$ cat src/hw/rtl/lswos_pkg.sv
// Shared constants and width helpers for the bordered-square search block.
package lswos_pkg;

    // Default largest matrix side supported by the storage
    localparam int MAX_SIDE_DEF = 64;

    // Matrix side in use after reset
    localparam int SIDE_LEN_RST = 64;

    // Width of the configured side length register
    localparam int SIDE_LEN_W = 7;

    // Result field widths
    localparam int BEST_SIDE_W = 7;
    localparam int CORNER_W    = 6;

    // Index width for a given number of entries, never below one bit
    function automatic int f_idx_w(input int depth);
        return (depth > 1) ? $clog2(depth) : 1;
    endfunction

endpackage

$ cat src/hw/rtl/lswos_ram.sv
// Generic single-write, single-read RAM with registered read data.
module lswos_ram
    import lswos_pkg::*;
#(
    parameter int WIDTH = 8,
    parameter int DEPTH = 64
) (
    input  logic                        i_clk,
    input  logic                        i_we,
    input  logic [f_idx_w(DEPTH)-1:0]   i_waddr,
    input  logic [WIDTH-1:0]            i_wdata,
    input  logic [f_idx_w(DEPTH)-1:0]   i_raddr,
    output logic [WIDTH-1:0]            o_rdata
);

    logic [WIDTH-1:0] r_mem [DEPTH];
    logic [WIDTH-1:0] r_rdata;

    // Write one entry when enabled, read one entry every cycle
    always_ff @(posedge i_clk) begin
        if (i_we) begin
            r_mem[i_waddr] <= i_wdata;
        end
        r_rdata <= r_mem[i_raddr];
    end

    assign o_rdata = r_rdata;

endmodule

$ cat config.mk
export PLATFORM = sky130hd
export DESIGN_NAME = lswos_ram
export DESIGN_NICKNAME = d
export VERILOG_FILES = /design/src/hw/rtl/lswos_pkg.sv /design/src/hw/rtl/lswos_ram.sv
export SDC_FILE = /design/constraint.sdc
export NUM_CORES = 1
export LEC_CHECK = 0
export ABC_AREA = 1
export BUFFER_PORTS_ARGS = -buffer_cell sky130_fd_sc_hd__buf_2
export CORE_MARGIN = 2
export CORE_UTILIZATION = 40
export CTS_CLUSTER_SIZE = 16
export DETAILED_ROUTE_END_ITERATION = 8
export PLACE_DENSITY = 0.63
export SLEW_MARGIN = 10
export SYNTH_ARGS = -nofsm -noshare
export SYNTH_HDL_FRONTEND = slang
export SYNTH_SLANG_ARGS = --single-unit
$ cat constraint.sdc
create_clock -name i_clk -period 2.3 [get_ports i_clk]
set_input_delay 0.46 -clock i_clk [delete_from_list [all_inputs] [get_ports i_clk]]
set_output_delay 0.46 -clock i_clk [all_outputs]
set_load 0.03 [all_outputs]
==> metrics.md <==
| Metric | Value |
|---|---|
| Status | `finished, final reports clean` |
| Worst hold endpoint | `r_mem[12][1]` |
| Via count | `14100` |
| Drt pass-1 iters | `5` |
| Cts hold-fix bufs | `0` |
| Avg WL per Cell | `20.5 microns` |
| Minimum clock period | `1.81 ns` |
| Area of the mapped netlist | `21300 sq um` |
| Multi-input gate area | `4950 sq um` |
| Skew-Pair Late Insertion Delay | `0.60 ns` |
| Final Hold Fails | `0` |
| Sequential power share | `52.0%` |
| CTS tree | `done` |
| Setup Fix Bufs, Post-CTS | `0` |
| Int Pwr | `15.7 mW` |
| # rows | `84` |
| Starting Density | `40.5%` |
| Post-Route WL | `53800 microns` |
| R2r setup slk | `0.87 ns` |
| Hold path cells | `1` |
| Crit Path Category | `reg2out` |
| CP endpoint kind | `primary output` |
| CP max stage cell | `dfxtp_1` |
| Worst slew pin tran | `0.572 ns` |
| DR DRC count | `0` |
| Worst Path Required | `1.84 ns` |
| Fmax | `551 MHz` |
| Worst-path clk slew | `0.06 ns` |
| Global Route Usage Sum | `19.2%` |
| Fin crit share | `78.9%` |
| Cells after synthesis | `1805` |
| Initial antenna violation count | `7` |
| Post-synthesis register bit count | `520` |
| Worst hold path class | `in2reg` |
| Reg-to-Reg End | `o_rdata[0]` |
| Htree depth | `2` |
| Post-synth cell types | `16` |
| Final antenna-violating net count | `0` |
| RSZ-0062 raised after global routing | `false` |
| Proportion of layout cells with a drive suffix above 1 | `11.6%` |
| Post-DP HPWL | `32000 microns` |
| Top delay family on crit path | `flip-flops` |
| VDD IR max | `0.000683 V` |
| TritonCTS Buffers | `51` |
| Layout area overhead | `14.5%` |
| Net Sw Frac | `22.3%` |
| Global route total overflow | `0` |
| Port bufs | `29` |
| Crit. Startpoint | `o_rdata[7]` |
| Core box area | `52700 sq um` |
| Buf/Inv on CP | `1` |
| IO Count | `30` |
| Flip-flop and latch area | `15500 sq um` |
| Vias in the first global route | `13347` |
| Synthesized net count | `1827` |
| Global-route wire length before repair | `81500 microns` |
| Rel. slew slack | `61.9%` |
| Clock root cell | `clkbuf_16` |
| M3 GR Usage | `3.69%` |
| FILL cells | `4694` |
| Post-Syn Area per Cell | `11.8 sq um` |
| Die extent in x | `235 microns` |
| Worst R2R Path Depth | `8` |
| Total Power | `20.2 mW` |
| Max stage delay on crit path | `0.49 ns` |
| Worst-case clock skew | `0.0250 ns` |
| Data arrival, critical path | `1.35 ns` |
| Setup-failing EPs final | `0` |
| Die height | `235 microns` |
| Setup TNS | `0 ns` |
| DRT iter0 DRCs | `1596` |
| GR peak layer | `met2` |
| GP Congestion | `0.851` |
| CTS Sinks | `520` |
| Pre-CTS WS | `0.0416 ns` |
| CP max FO | `1` |
| Gate power share | `6.6%` |
| Via density | `5.36` |
| Nets | `1917` |
| Reg-to-reg startpoint | `r_mem[23][0]` |
| Clock power share | `41.4%` |
| Number of gates resized after CTS | `0` |
| M2 GR Usage | `29.1%` |
| Final worst slack | `0.486 ns` |
| Met1 GRT Util | `27.4%` |
| Startpoint Class | `flip-flop` |
| Power density cells | `827 nW/um^2` |
| Max-slew violations | `0` |
| HP Start | `i_wdata[1]` |
| Net Switching | `4.50 mW` |
| P_leak | `8.90 nW` |
| Yosys warning count | `0` |
| Maxcap violations | `0` |
| Seq/Total Area, Yosys | `72.8%` |
| Critical path cell sequence | `buf_2` |
| Die ar. | `55200 sq um` |
| Pin count of the biggest net entering global routing | `73` |
| Worst-case clock buffer depth | `3` |
worst max path at each step:
stage                    to  slack, ns  cells after the start
5_1_grt          o_rdata[7]       0.48                      1
2_1_floorplan  r_mem[48][0]       0.07                      3
6_report         o_rdata[7]       0.49                      1
3_5_place_dp     o_rdata[5]       0.04                     12
4_1_cts          o_rdata[7]       0.49                      1
3_3_place_gp     o_rdata[5]       0.06                     12
final cells by class:
type / count / area share [%]
sequential: 520 / 63.6
antenna: 3 / 0.0307
timing repair buffer: 150 / 5.59
inverter: 12 / 0.215
clock inverter: 23 / 1.04
clock buffer: 73 / 5.81
tap: 688 / 3.52
multi-input combinational: 1160 / 20.2
stage by stage:
stage	instance area, sq um	hold WS, ns	instances	utilization, %
after floorplan	21300	0.559	1805	-
after global placement	22800	0.770	2530	43.2
after detailed placement	22800	0.815	2530	43.2
after CTS	24400	0.220	2626	46.4
after global routing	24400	0.241	2629	46.4
final	24400	0.254	2629	46.4
synth_stat cells (all sizes together):
cell / count / share of area (%)
dfxtp: 8 / 0.75
nand2: 648 / 11
buf: 98 / 3.5
nor4: 8 / 0.23
inv: 12 / 0.23
nand4: 9 / 0.26
nor2: 56 / 0.99
edfxtp: 512 / 72
clkbuf: 15 / 0.26
nand3: 439 / 10
power by group through the flow:
stage	sequential, mW	combinational [mW]	clock [mW]
final	10.5	1.33	8.37
after global routing	10.5	1.46	8.85
after CTS	10.5	1.33	8.50
after detailed placement	10.7	1.33	0
after global placement	10.7	1.31	0
after floorplan	10.7	0.737	0
cell usage in the layout, fill, tap and decap left out, drive strengths merged:
cell type / count
clkbuf: 74
dfxtp: 8
inv: 13
clkinv: 14
nor4: 8
buf: 149
bufinv: 5
nand4: 9
nor2: 56
nand3: 439
edfxtp: 512
clkinvlp: 3
nand2: 648
diode: 3
cells by family (layout without fill, tap and decap cells):
family                 count (synthesis)  count (layout)  share of synthesized area (%)
DFF                                  520             520                           72.8
and+or+nand+nor                     1160            1160                           23.2
other                                  0               3                              0
buffers and inverters                125             258                           4.02
layer usage:
layer | share of wire (%) | routed length (microns)
met1 | 43 | 23200
met4 | 2.8 | 1530
met2 | 46 | 24600
met5 | 0.069 | 37
met3 | 8.4 | 4500
state kept, by name, summed over array words and instances, names as in the netlist:
register / flops
r_mem: 512
o_rdata: 8
Note: power is estimated with default switching activity, not from simulation.
